$ cat config.mk
export PLATFORM = sky130hd
export DESIGN_NAME = inverted_uart_even_parity
export DESIGN_NICKNAME = d
export VERILOG_FILES = /design/src/sv/iuart_pkg.sv /design/src/sv/iuart_tx.sv /design/src/sv/iuart_rx.sv /design/src/sv/inverted_uart_even_parity.sv
export SDC_FILE = /design/constraint.sdc
export NUM_CORES = 1
export LEC_CHECK = 0
export BUFFER_PORTS_ARGS = -buffer_cell sky130_fd_sc_hd__buf_2
export CAP_MARGIN = 0
export CORE_ASPECT_RATIO = 1.75
export CORE_MARGIN = 2
export CORE_UTILIZATION = 35
export DETAILED_ROUTE_END_ITERATION = 10
export HOLD_SLACK_MARGIN = 0.12
export MAX_ROUTING_LAYER = met4
export PLACE_DENSITY = 0.61
export SLEW_MARGIN = 20
export SYNTH_ARGS = -nofsm -noshare
export SYNTH_HDL_FRONTEND = slang
export SYNTH_SLANG_ARGS = --single-unit
$ cat constraint.sdc
create_clock -name clk_i -period 13.5 [get_ports clk_i]
set_input_delay 0.675 -clock clk_i [delete_from_list [all_inputs] [get_ports clk_i]]
set_output_delay 0.675 -clock clk_i [all_outputs]
set_load 0.01 [all_outputs]
$ cat src/sv/iuart_pkg.sv
`timescale 1ns / 1ps

package iuart_pkg;

  localparam int unsigned DATA_BITS_DEF = 8;
  localparam int unsigned PH_W = 4;
  localparam int unsigned BT_W = 16;
  localparam int unsigned WAIT_MS_W = 10;
  localparam int unsigned WAIT_W = WAIT_MS_W + BT_W;
  localparam int unsigned CFG_IDX_W = 2;

  localparam logic [BT_W-1:0] BIT_TICKS_RST = 16'd417;
  localparam logic [BT_W-1:0] TICKS_PER_MS_RST = 16'd1000;
  localparam logic [BT_W-1:0] BIT_TICKS_MIN = 16'd2;

  localparam logic [PH_W-1:0] PH_IDLE = 4'd0;
  localparam logic [PH_W-1:0] PH_START = 4'd1;

  typedef enum logic [CFG_IDX_W-1:0] {
    CFG_BIT_TICKS    = 2'd0,
    CFG_TICKS_PER_MS = 2'd1
  } cfg_reg_e;

  typedef enum logic [1:0] {
    RX_ST_OK          = 2'd0,
    RX_ST_TIMEOUT     = 2'd1,
    RX_ST_FALSE_START = 2'd2
  } rx_status_e;

  typedef struct packed {
    logic                 rx_line;
    logic                 tx_start;
    logic [7:0]           tx_byte;
    logic                 rx_arm;
    logic [WAIT_MS_W-1:0] rx_wait_ms;
  } iuart_in_t;

  typedef struct packed {
    logic       tx_line;
    logic       tx_ready;
    logic       rx_busy;
    logic       rx_done;
    logic [1:0] rx_status;
    logic [7:0] rx_byte;
  } iuart_out_t;

  typedef struct packed {
    logic line;
    logic ready;
  } tx_res_t;

  typedef struct packed {
    logic       busy;
    logic       done;
    rx_status_e status;
    logic [7:0] data;
  } rx_res_t;

endpackage

$ cat src/sv/iuart_tx.sv
`timescale 1ns / 1ps

module iuart_tx import iuart_pkg::*; #(
  parameter int unsigned DATA_BITS = DATA_BITS_DEF
) (
  input  logic            clk_i,
  input  logic            rst_ni,
  input  logic            en_i,
  input  logic [BT_W-1:0] bit_ticks_i,
  input  logic            start_i,
  input  logic [7:0]      byte_i,
  output tx_res_t         res_o
);

  localparam logic [PH_W-1:0] TX_DATA0 = PH_W'(2);
  localparam logic [PH_W-1:0] TX_PAR = PH_W'(2 + DATA_BITS);
  localparam logic [PH_W-1:0] TX_STOP_LAST = PH_W'(4 + DATA_BITS);
  localparam logic [7:0] PAR_MASK = (DATA_BITS >= 8) ? 8'hFF : 8'((1 << DATA_BITS) - 1);

  logic [PH_W-1:0] phase_q, phase_d;
  logic [BT_W-1:0] cnt_q, cnt_d;
  logic [7:0]      shift_q, shift_d;
  logic            parity_q, parity_d;
  logic [BT_W:0]   cnt_inc;
  logic            in_data_q;
  logic            in_data_d;

  assign cnt_inc   = {1'b0, cnt_q} + {{BT_W{1'b0}}, 1'b1};
  assign in_data_q = (phase_q >= TX_DATA0) && (phase_q < TX_PAR);
  assign in_data_d = (phase_d >= TX_DATA0) && (phase_d < TX_PAR);

  always_comb begin
    phase_d  = phase_q;
    cnt_d    = cnt_q;
    shift_d  = shift_q;
    parity_d = parity_q;
    if (en_i) begin
      if (phase_q == PH_IDLE) begin
        if (start_i) begin
          shift_d  = byte_i;
          parity_d = ^(byte_i & PAR_MASK);
          phase_d  = PH_START;
          cnt_d    = '0;
        end
      end else if (cnt_inc >= {1'b0, bit_ticks_i}) begin
        cnt_d = '0;
        if (in_data_q) begin
          shift_d = shift_q >> 1;
        end
        if (phase_q >= TX_STOP_LAST) begin
          phase_d = PH_IDLE;
        end else begin
          phase_d = phase_q + PH_W'(1);
        end
      end else begin
        cnt_d = cnt_inc[BT_W-1:0];
      end
    end
  end

  always_comb begin
    res_o.ready = (phase_d == PH_IDLE);
    if (phase_d == PH_START) begin
      res_o.line = 1'b1;
    end else if (in_data_d) begin
      res_o.line = ~shift_d[0];
    end else if (phase_d == TX_PAR) begin
      res_o.line = ~parity_d;
    end else begin
      res_o.line = 1'b0;
    end
  end

  always_ff @(posedge clk_i or negedge rst_ni) begin
    if (!rst_ni) begin
      phase_q  <= PH_IDLE;
      cnt_q    <= '0;
      shift_q  <= '0;
      parity_q <= 1'b0;
    end else begin
      phase_q  <= phase_d;
      cnt_q    <= cnt_d;
      shift_q  <= shift_d;
      parity_q <= parity_d;
    end
  end

endmodule

$ cat src/sv/iuart_rx.sv
`timescale 1ns / 1ps

module iuart_rx import iuart_pkg::*; #(
  parameter int unsigned DATA_BITS = DATA_BITS_DEF
) (
  input  logic                 clk_i,
  input  logic                 rst_ni,
  input  logic                 en_i,
  input  logic [BT_W-1:0]      bit_ticks_i,
  input  logic [BT_W-1:0]      ticks_per_ms_i,
  input  logic                 line_i,
  input  logic                 arm_i,
  input  logic [WAIT_MS_W-1:0] wait_ms_i,
  output rx_res_t              res_o
);

  localparam logic [PH_W-1:0] RX_WAIT = PH_W'(1);
  localparam logic [PH_W-1:0] RX_HALF = PH_W'(2);
  localparam logic [PH_W-1:0] RX_DATA0 = PH_W'(3);
  localparam logic [PH_W-1:0] RX_TAIL0 = PH_W'(3 + DATA_BITS);
  localparam logic [PH_W-1:0] RX_TAIL_LAST = PH_W'(5 + DATA_BITS);

  logic [PH_W-1:0]   phase_q, phase_d;
  logic [BT_W-1:0]   cnt_q, cnt_d;
  logic [WAIT_W-1:0] wait_q, wait_d;
  logic [7:0]        shift_q, shift_d;
  logic [BT_W:0]     cnt_inc;
  logic [WAIT_W-1:0] wait_limit;
  logic [PH_W-1:0]   idx;
  logic              done;
  rx_status_e        status;

  assign cnt_inc    = {1'b0, cnt_q} + {{BT_W{1'b0}}, 1'b1};
  assign wait_limit = WAIT_W'(wait_ms_i) * WAIT_W'(ticks_per_ms_i);
  assign idx        = phase_q - RX_DATA0;

  always_comb begin
    phase_d = phase_q;
    cnt_d   = cnt_q;
    wait_d  = wait_q;
    shift_d = shift_q;
    done    = 1'b0;
    status  = RX_ST_OK;
    if (en_i) begin
      if (phase_q == PH_IDLE) begin
        if (arm_i) begin
          phase_d = RX_WAIT;
          cnt_d   = '0;
          shift_d = '0;
          wait_d  = wait_limit;
        end
      end else if (phase_q == RX_WAIT) begin
        if (line_i) begin
          phase_d = RX_HALF;
          cnt_d   = '0;
        end else if (wait_q == '0) begin
          phase_d = PH_IDLE;
          done    = 1'b1;
          status  = RX_ST_TIMEOUT;
        end else begin
          wait_d = wait_q - WAIT_W'(1);
        end
      end else if (phase_q == RX_HALF) begin
        if (cnt_inc >= {2'b00, bit_ticks_i[BT_W-1:1]}) begin
          cnt_d = '0;
          if (!line_i) begin
            phase_d = PH_IDLE;
            done    = 1'b1;
            status  = RX_ST_FALSE_START;
          end else begin
            phase_d = RX_DATA0;
          end
        end else begin
          cnt_d = cnt_inc[BT_W-1:0];
        end
      end else if (cnt_inc < {1'b0, bit_ticks_i}) begin
        cnt_d = cnt_inc[BT_W-1:0];
      end else begin
        cnt_d = '0;
        if (phase_q < RX_TAIL0) begin
          if (!line_i && (idx < PH_W'(8))) begin
            shift_d[idx[2:0]] = 1'b1;
          end
          phase_d = phase_q + PH_W'(1);
        end else if (phase_q >= RX_TAIL_LAST) begin
          phase_d = PH_IDLE;
          done    = 1'b1;
          status  = RX_ST_OK;
        end else begin
          phase_d = phase_q + PH_W'(1);
        end
      end
    end
  end

  always_comb begin
    res_o.busy   = (phase_d != PH_IDLE);
    res_o.done   = done;
    res_o.status = status;
    res_o.data   = (done && status == RX_ST_OK) ? shift_d : 8'h00;
  end

  always_ff @(posedge clk_i or negedge rst_ni) begin
    if (!rst_ni) begin
      phase_q <= PH_IDLE;
      cnt_q   <= '0;
      wait_q  <= '0;
      shift_q <= '0;
    end else begin
      phase_q <= phase_d;
      cnt_q   <= cnt_d;
      wait_q  <= wait_d;
      shift_q <= shift_d;
    end
  end

endmodule

$ cat src/sv/inverted_uart_even_parity.sv
// channel  direction  handshake               payload
// in       input      in_valid_i / in_stall_o   in_data_i   (iuart_in_t, one tick per beat)
// out      output     out_valid_o / out_stall_i out_data_o  (iuart_out_t, one per in beat)
// cfg      input      cfg_valid_i / cfg_ready_o cfg_index_i, cfg_data_i
//
// one beat per cycle unless out stalls; beats go via input and result regs to out_data_o
// the tick update of both bit engines sits between the input and result registers
// reset returns both engines to idle and the registers to 417 and 1000 ticks
// a stall on out holds the result register and backs up through the input register
`timescale 1ns / 1ps

module inverted_uart_even_parity import iuart_pkg::*; #(
  parameter int unsigned DATA_BITS = DATA_BITS_DEF
) (
  input  logic                 clk_i,
  input  logic                 rst_ni,
  input  logic                 in_valid_i,
  output logic                 in_stall_o,
  input  iuart_in_t            in_data_i,
  output logic                 out_valid_o,
  input  logic                 out_stall_i,
  output iuart_out_t           out_data_o,
  input  logic                 cfg_valid_i,
  output logic                 cfg_ready_o,
  input  logic [CFG_IDX_W-1:0] cfg_index_i,
  input  logic [BT_W-1:0]      cfg_data_i
);

  logic [BT_W-1:0] bit_ticks_q;
  logic [BT_W-1:0] ticks_per_ms_q;
  logic [BT_W-1:0] bit_eff;
  iuart_in_t       in_q;
  logic            in_valid_q;
  iuart_out_t      out_q;
  logic            out_valid_q;
  logic            adv;
  tx_res_t         tx_res;
  rx_res_t         rx_res;

  assign cfg_ready_o = 1'b1;
  assign bit_eff     = (bit_ticks_q < BIT_TICKS_MIN) ? BIT_TICKS_MIN : bit_ticks_q;

  always_ff @(posedge clk_i or negedge rst_ni) begin
    if (!rst_ni) begin
      bit_ticks_q    <= BIT_TICKS_RST;
      ticks_per_ms_q <= TICKS_PER_MS_RST;
    end else if (cfg_valid_i) begin
      unique case (cfg_index_i)
        CFG_BIT_TICKS:    bit_ticks_q    <= cfg_data_i;
        CFG_TICKS_PER_MS: ticks_per_ms_q <= cfg_data_i;
        default: ;
      endcase
    end
  end

  assign adv        = in_valid_q && (!out_valid_q || !out_stall_i);
  assign in_stall_o = in_valid_q && out_valid_q && out_stall_i;

  always_ff @(posedge clk_i or negedge rst_ni) begin
    if (!rst_ni) begin
      in_valid_q <= 1'b0;
    end else if (in_valid_i && !in_stall_o) begin
      in_valid_q <= 1'b1;
    end else if (adv) begin
      in_valid_q <= 1'b0;
    end
  end

  always_ff @(posedge clk_i) begin
    if (in_valid_i && !in_stall_o) begin
      in_q <= in_data_i;
    end
  end

  iuart_tx #(
    .DATA_BITS(DATA_BITS)
  ) u_tx (
    .clk_i      (clk_i),
    .rst_ni     (rst_ni),
    .en_i       (adv),
    .bit_ticks_i(bit_eff),
    .start_i    (in_q.tx_start),
    .byte_i     (in_q.tx_byte),
    .res_o      (tx_res)
  );

  iuart_rx #(
    .DATA_BITS(DATA_BITS)
  ) u_rx (
    .clk_i         (clk_i),
    .rst_ni        (rst_ni),
    .en_i          (adv),
    .bit_ticks_i   (bit_eff),
    .ticks_per_ms_i(ticks_per_ms_q),
    .line_i        (in_q.rx_line),
    .arm_i         (in_q.rx_arm),
    .wait_ms_i     (in_q.rx_wait_ms),
    .res_o         (rx_res)
  );

  always_ff @(posedge clk_i or negedge rst_ni) begin
    if (!rst_ni) begin
      out_valid_q <= 1'b0;
    end else if (adv) begin
      out_valid_q <= 1'b1;
    end else if (!out_stall_i) begin
      out_valid_q <= 1'b0;
    end
  end

  always_ff @(posedge clk_i) begin
    if (adv) begin
      out_q.tx_line   <= tx_res.line;
      out_q.tx_ready  <= tx_res.ready;
      out_q.rx_busy   <= rx_res.busy;
      out_q.rx_done   <= rx_res.done;
      out_q.rx_status <= rx_res.status;
      out_q.rx_byte   <= rx_res.data;
    end
  end

  assign out_valid_o = out_valid_q;
  assign out_data_o  = out_q;

  a_done_not_busy: assert property (@(posedge clk_i) disable iff (!rst_ni)
    out_valid_o && out_data_o.rx_done |-> !out_data_o.rx_busy)
    else $error("receive reported done while still busy");

  a_byte_only_on_ok: assert property (@(posedge clk_i) disable iff (!rst_ni)
    out_valid_o && (out_data_o.rx_byte != 8'h00) |->
      out_data_o.rx_done && (out_data_o.rx_status == RX_ST_OK))
    else $error("received byte shown outside a good receive");

  a_idle_line_low: assert property (@(posedge clk_i) disable iff (!rst_ni)
    out_valid_o && out_data_o.tx_ready |-> !out_data_o.tx_line)
    else $error("transmit line high while transmitter idle");

  a_stall_cause: assert property (@(posedge clk_i) disable iff (!rst_ni)
    in_stall_o |-> in_valid_q && out_valid_q && !adv)
    else $error("input stalled without a held result");

endmodule
== After elaboration in Yosys (flattened, before gate mapping) ==
Cells that the tools add are included.

* $lt $le $gt $ge: 14
* Multiplexer cells: 76
* Shifts and indexed selects: 0
* Reductions and logical operators: 32
* Div/mod/pow operators: 0
* Bitwise gates (word level): 3
* Multiply operators: 1
* Equality and inequality tests: 11
* $add $sub $neg: 6

{| class="wikitable"
|+ Operator list
! operator !! count
|-
| $mux W16 || 11
|-
| $mux W26 || 5
|-
| $mux W8 || 12
|-
| $mux W4 || 16
|-
| $add A16 B1 Y17 const B || 2
|-
| $logic_not A26 Y1 || 1
|-
| $mul A10 B16 Y26 || 1
|-
| $sub A26 B1 Y26 const B || 1
|-
| $mux W1 || 23
|-
| $ge A17 B15 Y1 || 1
|-
| $ge A17 B16 Y1 || 1
|-
| $lt A17 B16 Y1 || 1
|-
| $lt A16 B2 Y1 const B || 1
|-
| $lt A4 B4 Y1 const B || 4
|-
| $mux W2 || 8
|-
| $logic_not A4 Y1 || 3
|-
| $logic_and A1 B1 Y1 || 9
|-
| $add A4 B1 Y4 const B || 2
|-
| $eq A4 B1 Y1 const B || 2
|-
| $ge A4 B2 Y1 const B || 2
|-
| $ge A4 B4 Y1 const B || 2
|-
| $or A8 B8 Y8 || 1
|-
| $reduce_bool A2 Y1 || 4
|-
| $reduce_xor A8 Y1 || 1
|-
| 19 further kinds || 29
|}

* Bits of input ports: 44
* Output and inout port bits: 17
* Memories: 0
* Bits in writable memories: 0
* Logic and storage cells: 167
* Flip-flop bits (word level): 152
* Latch bits: 0
* Memory bits (read-only): 0

== Logic depth before layout (Yosys ltp) ==
Gate-level depths: netlist (run 1).

* Word-level depth: 13
* Depth in mapped cells: 22
* Gate-level depth less buffers: 21

== Modules after synthesis ==
A second synthesis (run 1) with hierarchy kept.

* Cell total of the unflattened synthesis: 1511
* Area total of the unflattened synthesis: 14037.2 um^2

{| class="wikitable"
|+ Modules (own cells, without submodules)
! module !! area an instance (um^2) !! instances !! seq. area each (um^2) !! cells each
|-
| iuart_rx || 9326.4 || 1 || 1351.3 || 1115
|-
| inverted_uart_even_parity || 2472.4 || 1 || 1914.3 || 134
|-
| iuart_tx || 2238.4 || 1 || 725.7 || 262
|}

== Worst setup path before layout (run 1) ==
OpenSTA, ideal clock, no wires.

* Path kind: reg2reg
* Start point: register ticks_per_ms_q[3]
* End point: register u_rx.wait_q[24]
* Path slack: 7.679 ns
* Cell stages (with the launch flop): 21
* Required time: 13.366 ns
* Path buffers: 1
* Clock period less this slack: 5.821 ns
* Setup time: 0.134 ns
* Arrival: 5.687 ns
* Cell sequence: dfstp_2 > clkbuf_1 > nand2_1 > fa_1 > inv_1 > fa_1 > ha_1 > inv_1 > fa_1 > inv_1 > fa_1 > ha_1 > a21o_1 > a221oi_1 > a221oi_1 > a2111oi_0 > nor3_1 > a221o_1 > a21oi_1 > mux2i_1 > o21ai_1

* Word-level cells in the longest chain between the ends: 3

{| class="wikitable"
|+ RTL lines
! what !! RTL line !! RTL
|-
| start: declaration || inverted_uart_even_parity.sv:30 || <nowiki>logic [BT_W-1:0] ticks_per_ms_q;</nowiki>
|-
| start signal: assignment || inverted_uart_even_parity.sv:50 || <nowiki>CFG_TICKS_PER_MS: ticks_per_ms_q <= cfg_data_i;</nowiki>
|-
| $mul A10 B16 Y26 || iuart_rx.sv:34 || <nowiki>assign wait_limit = WAIT_W'(wait_ms_i) * WAIT_W'(ticks_per_ms_i);</nowiki>
|-
| $mux W26 || iuart_rx.sv:46 || <nowiki>if (arm_i) begin</nowiki>
|-
| $mux W26 || iuart_rx.sv:45 || <nowiki>if (phase_q == PH_IDLE) begin</nowiki>
|-
| end signal: assignment || iuart_rx.sv:112 || <nowiki>wait_q <= wait_d;</nowiki>
|-
| end: declaration || iuart_rx.sv:25 || <nowiki>logic [WAIT_W-1:0] wait_q, wait_d;</nowiki>
|}

Every way passes these cells. The select of a mux whose other input is x is not followed.
A chain may end at the register's enable or synchronous reset.

== Worst setup path after layout (run 1) ==
* Start point: register in_q[3] (netlist bit)
* End point: register u_rx.wait_q[24]

* Word-level cells in the longest chain between the ends: 3

{| class="wikitable"
|+ RTL lines
! what !! RTL line !! RTL
|-
| start: declaration || inverted_uart_even_parity.sv:32 || <nowiki>iuart_in_t in_q;</nowiki>
|-
| start signal: assignment || inverted_uart_even_parity.sv:71 || <nowiki>in_q <= in_data_i;</nowiki>
|-
| $mul A10 B16 Y26 || iuart_rx.sv:34 ||
|-
| $mux W26 || iuart_rx.sv:46 ||
|-
| $mux W26 || iuart_rx.sv:45 ||
|}

Every way passes these cells. The select of a mux whose other input is x is not followed.

==> results of run 1 <==
==> state kept, by name, indices dropped and copies added, names as in the netlist, 14 cells and up <==
name            flops
u_rx.wait_q        26
in_q               21
bit_ticks_q        16
ticks_per_ms_q     16
u_rx.cnt_q         16
u_tx.cnt_q         16
out_data_o         14
==> final timing paths <==
check	start	endpoint	slack, ps
worst min register to register	u_rx.wait_q[20]	u_rx.wait_q[20]	490
worst min-delay path	rst_ni	u_tx.cnt_q[2]	240
worst max register to register	in_q[3]	u_rx.wait_q[24]	7160
worst max-delay path	in_q[3]	u_rx.wait_q[24]	7160
min in group clk_i	in_data_i[11]	in_q[11]	400
max in group asynchronous	rst_ni	u_rx.shift_q[1]	11840
==> power by group <==
group	switching (mW)	internal [mW]	total (mW)
Combinational	1.73	1.19	2.92
Sequential	0.116	0.555	0.671
Clock	0.203	0.275	0.479
Total	2.05	2.02	4.07
==> cell usage after synthesis (14+ instances only) <==
| library cell | count | area, µm² |
|---|---|---|
| a21oi_1 | 63 | 315 |
| fa_1 | 110 | 2200 |
| dfrtp_1 | 107 | 2680 |
| nor4_1 | 17 | 106 |
| ha_1 | 117 | 1460 |
| o21ai_0 | 75 | 375 |
| clkbuf_1 | 54 | 203 |
| nor3_1 | 26 | 130 |
| xnor2_1 | 34 | 298 |
| and2_1 | 81 | 507 |
| o211ai_1 | 14 | 105 |
| nand3_1 | 35 | 175 |
| nor2_1 | 54 | 203 |
| edfxtp_1 | 35 | 1050 |
| a22o_1 | 25 | 219 |
| nand2_1 | 178 | 668 |
| inv_1 | 163 | 612 |
| mux2_2 | 19 | 214 |
| xor2_1 | 21 | 184 |
| a32o_1 | 14 | 140 |
==> layout make-up <==
cell class / count / area [µm²]
Clock buffer: 23 / 489
Clock inverter: 9 / 87.6
Fill cell: 3858 / 23400
Inverter: 164 / 616
Multi-Input combinational cell: 1066 / 8720
Sequential cell: 152 / 3990
Tap cell: 485 / 607
Timing Repair Buffer: 68 / 365
==> worst register-to-register path: cells and delay by family (launching register included) <==
kind                     cells  cell delay (ps)
AO/OA/AOI/OAI                6             1880
adder cells (fa/ha/maj)      6             2760
buffers and inverters        3              160
flip-flops                   1              680
multiplexers                 1              190
AND/OR/NAND/NOR              3              530
==> cell families after synthesis <==
family | Yosys count | share of synthesized area
adder cells (fa/ha/maj) | 227 | 0.270
buffers and inverters | 223 | 0.0632
multiplexers | 22 | 0.0180
flip-flops | 152 | 0.294
AND/OR/NAND/NOR | 475 | 0.178
AO/OA/AOI/OAI | 286 | 0.140
other | 1 | 0.000277
XOR/XNOR | 55 | 0.0355
==> metal layers <==
metal  up-vias  wire [µm]  track usage
li1       4998          -            -
met1      5227      12200        0.174
met2       211      20600        0.370
met3        90        710       0.0217
met4         0       2200        0.110
met5         -          0            -
==> run metrics, run 1 <==
CP peak stage delay=~700 ps; Worst-Skew Late Latency=450 ps; RSZ-0062 raised after global routing=false; final hold viol count=0; Hold Buf Count CTS=0; setup slack at placement=about 7200 ps; Core Rows=95; cts repair resizes=0; Peak VDD IR=roughly 0.29 mV; DRC Markers=0; Ant. Diodes=0; largest net degree at the start of global routing=73; CP dominant cell by count=fa_1; CORE AREA=around 38000 µm²; Max Cap Violations=0; Post-Route WL=about 36000 µm; Stages on worst setup path=19; Vias=10500; synthesized area=about 14000 µm²; Worst Path Buf+Inv=3; hold slack=between 200 and 250 ps; flops & latches, synth=between 150 and 200; Finished Core Util=0.389; antenna violations before repair=0; root buf cell=clkbuf_16; asr flop ratio synth=0.770; layout cell share with drive strength beyond 1=0.105; Finished Layout Cells=1967; fin nets=between 1500 and 2000; Req. time, crit path=approximately 14000 ps; die height=around 260 µm; Hold WC Path Type=primary input to asynchronous set/reset pin; PD cells=between 200 and 300 nW/µm²; synth warn=0; fin crit period=approximately 6300 ps; R2R cell count=19; commonest non-fill, non-tap cell in the layout=nand2_1; delay-heaviest family, CP=adder cells; clock buffer depth=2; DR iter-0 viols=470; synthesized net count=1712; setup bufs post-CTS=0; Main synth FF type=dfrtp_1; Pins Over Slew Limit=0; total power=between 4 and 5 mW; clk slew on worst S/H paths=approximately 70 ps; critical path, cell by cell=nand2_1 -> fa_1 -> inv_1 -> fa_1 -> ha_1 -> fa_1 -> inv_1 -> fa_1 -> inv_1 -> ha_1 -> and3_1 -> a221oi_1 -> a221oi_1 -> a2111oi_0 -> nor3_1 -> a221o_1 -> a21oi_1 -> mux2i_1 -> o21ai_1; CP Class=flip-flop to flip-flop; mean routed wirelength per cell=between 15 and 20 µm; CP Capture Type=flip-flop; vias in the first global route=~11000; Area Growth Syn to Fin=9.71%; Setup-failing EPs final=0; element type at the critical path start=flip-flop; leakage=6.98 nW; commonest non-fill, non-tap cells in the layout=178 x nand2_1, 163 x inv_1, 117 x ha_1; status=completed; Initial Util=0.354; Post-Syn Instances=between 1000 and 1500; GRT Total Usage=0.189; CTS tree=built; Placed Area=around 14000 µm²; Final TNS setup=0 ps; Final Instance Area=roughly 15000 µm²; ratio of final minimum period to clock period=0.470; total CTS buffers=17; EDFF count, synth=35; Final Wtd Congestion=just under 0.9; skew final=between 15 and 20 ps; Mean Syn Cell Area=9.41 µm²; first-pass GRT wire length=between 50000 and 60000 µm; DRT antenna net count=0; TritonRoute pass-1 iters=5; Slew headroom=0.317; H-tree level count=4; sequential fraction of the synthesis area=0.294; Cells after DPL=1935; PortBufs=slightly below 60; CP Max Fanout=16; Die ar.=40400 µm²; Sink Count=about 150; worst setup margin=7160 ps; post-synth cell types=77; Vias/cell=5.35; slowest CP cell=edfxtp_1; Boundary Pins=61; DP HPWL=about 28000 µm; CP arrival=around 6700 ps; fmax=0.158 GHz; GRT overflow=0; Die W=between 150 and 200 µm; Worst-Margin Slew=a little over 1000 ps
No activity file was read; power rests on OpenSTA's default activity.
==> run 2: changes to the inputs <==
Settings changed: PLACE_DENSITY 0.61 to 0.63.
Clock period 13.5 ns to 5.8 ns, I/O delays scaled along.
==> run metrics, run 2 (same netlist as run 1, synthesis figures left out) <==
first-pass GRT wire length=61400 µm (was 58600 µm); CP Capture Type=flip-flop (unchanged); delay-heaviest family, CP=adder cells (unchanged); Sink Count=152 (unchanged); layout cell share with drive strength beyond 1=0.193 (was 0.105); CP Class=flip-flop to flip-flop (unchanged); Area Growth Syn to Fin=20.6% (was 9.71%); Vias=11100 (was 10500); Setup-failing EPs final=0 (unchanged); Die W=153 µm (unchanged); Slew headroom=0.294 (was 0.317); Min-Delay Endpoint=bit_ticks_q[8]; Biggest register=u_rx.wait_q (unchanged); largest net degree at the start of global routing=66 (was 73); RSZ-0062 raised after global routing=true (was false); GR Util met3=0.0235 (was 0.0217); hold slack=339 ps (was 241 ps); Final Wtd Congestion=0.913 (was 0.877); clock buffer depth=2 (unchanged); met2 Resource Use GR=0.379 (was 0.370); Hold WC Path Type=primary input to flip-flop (was primary input to asynchronous set/reset pin); setup slack at placement=-167 ps (was 7200 ps); antenna violations before repair=1 (was 0); status=completed (unchanged); min-delay src=cfg_index_i[1]; R2R Path Start=in_q[4] (was in_q[3]); skew final=15.4 ps (was 19.3 ps); vias in the first global route=11800 (was 11400); CP Max Fanout=7 (was 16); Die ar.=40400 µm² (unchanged); Req. time, crit path=6160 ps (was 13810 ps); CORE AREA=38300 µm² (unchanged); worst setup margin=93.9 ps (was 7160 ps); fmax=0.175 GHz (was 0.158 GHz); CTS tree=built (unchanged); total CTS buffers=17 (unchanged); critical path, cell by cell=and2_4 -> fa_1 -> inv_2 -> fa_1 -> inv_1 -> fa_1 -> fa_1 -> inv_2 -> fa_1 -> inv_2 -> ha_4 -> or3_4 -> o21ai_4 -> a211oi_2 -> a2111oi_2 -> nor3_2 -> a221o_1 -> buf_4 -> xnor2_2 -> a221oi_2 (was nand2_1 -> fa_1 -> inv_1 -> fa_1 -> ha_1 -> fa_1 -> inv_1 -> fa_1 -> inv_1 -> ha_1 -> and3_1 -> a221oi_1 -> a221oi_1 -> a2111oi_0 -> nor3_1 -> a221o_1 -> a21oi_1 -> mux2i_1 -> o21ai_1); Worst R2R End=u_rx.wait_q[22] (was u_rx.wait_q[24]); clk slew on worst S/H paths=80 ps (was 70 ps); biggest regs=u_rx.wait_q x26, in_q x21 (unchanged); R2R cell count=20 (was 19); Ant. Diodes=0 (unchanged); CP arrival=6060 ps (was 6650 ps); Core Rows=95 (unchanged); fin nets=1866 (was 1740); PortBufs=59 (unchanged); Post-Route WL=37900 µm (was 35700 µm); CP dominant cell by count=fa_1 (unchanged); DR iter-0 viols=652 (was 470); GRT overflow=0 (unchanged); DRT antenna net count=0 (unchanged); Worst-Margin Slew=1060 ps (was 1020 ps); H-tree level count=4 (unchanged); commonest non-fill, non-tap cell in the layout=nand2_1 (unchanged); final hold viol count=0 (unchanged); mean routed wirelength per cell=18.1 µm (about the same); Finished Core Util=0.427 (was 0.389); Worst Hold Path Cells=5; GRT Total Usage=0.198 (was 0.189); GRT busiest layer=met2 (unchanged); root buf cell=clkbuf_16 (unchanged); GR Util met1=0.187 (was 0.174); Vias/cell=5.32 (was 5.35); Initial Util=0.354 (unchanged); Worst Path Buf+Inv=5 (was 3); Boundary Pins=61 (unchanged); element type at the critical path start=flip-flop (unchanged); TritonRoute pass-1 iters=5 (unchanged); Pins Over Slew Limit=0 (unchanged); slowest CP cell=fa_1 (was edfxtp_1); fin crit period=5710 ps (was 6340 ps); ratio of final minimum period to clock period=0.984 (was 0.470); Worst-Skew Late Latency=460 ps (was 450 ps); Filler cells=3737 (was 3858); number of flip-flops in the largest register=26 (unchanged); Max Cap Violations=0 (unchanged); R2R Setup Slk=90 ps (was 7160 ps); CP peak stage delay=550 ps (was 680 ps); die height=264 µm (unchanged); DRC Markers=0 (unchanged); DP HPWL=29400 µm (was 28500 µm); commonest non-fill, non-tap cells in the layout=175 x nand2_1, 152 x inv_1, 106 x ha_1, 106 x dfrtp_1, 99 x fa_1 (was 178 x nand2_1, 163 x inv_1, 117 x ha_1)
run 2: timing repair:
action,in CTS,in global routing
resized for setup,6,87
setup endpoints to repair,6,10
hold buffers,41,0
hold endpoints to repair,97,0
buffers inserted,4,16
pin swaps,3,66
run 2: worst max path at each step:
stage | startpoint | endpoint | slack (ps) | depth (start not counted)
finish | in_q[4] | u_rx.wait_q[22] | 90 | 20
global route | in_q[4] | u_rx.wait_q[24] | -90 | 20
CTS | in_q[9] | u_rx.wait_q[21] | -20 | 22
detailed placement | in_q[9] | u_rx.wait_q[21] | -170 | 22
global placement | in_q[9] | u_rx.wait_q[24] | -110 | 20
floorplan | in_q[8] | u_rx.wait_q[24] | 50 | 21
run 2: cell type report:
cell class              instances  area [µm²]  share of cell area
inverters                     164         616              0.0377
flip-flops and latches        152        3990               0.244
clock buffers                  17         425              0.0260
clock inverters                15         150             0.00919
well taps                     485         607              0.0371
repair buffers                194        1490              0.0910
multi-input cells            1066        9070               0.555
run 2: routing by layer:
layer | vias up | wire length, µm
met5 | - | 0
met4 | 0 | 2530
met3 | 116 | 765
met2 | 220 | 21300
met1 | 5545 | 13200
li1 | 5249 | -
run 2: per-stage QoR:
stage               instances  area (µm²)  setup TNS (ps)
floorplan                1441       13600               0
global placement         2000       14800            -259
detailed placement       2000       14800            -433
CTS                      2077       15900           -21.5
global route             2093       16300            -229
finish                   2093       16300               0
run 2: tightest hold or removal path: cells and delay by family:
family / cells / cell delay, ps
AO/OA/AOI/OAI: 1 / 70
AND/OR/NAND/NOR: 2 / 120
buffers and inverters: 2 / 300
Power of run 2 is not shown: default switching activity piles up to over one toggle a cycle in this logic, so the estimate is an artifact.
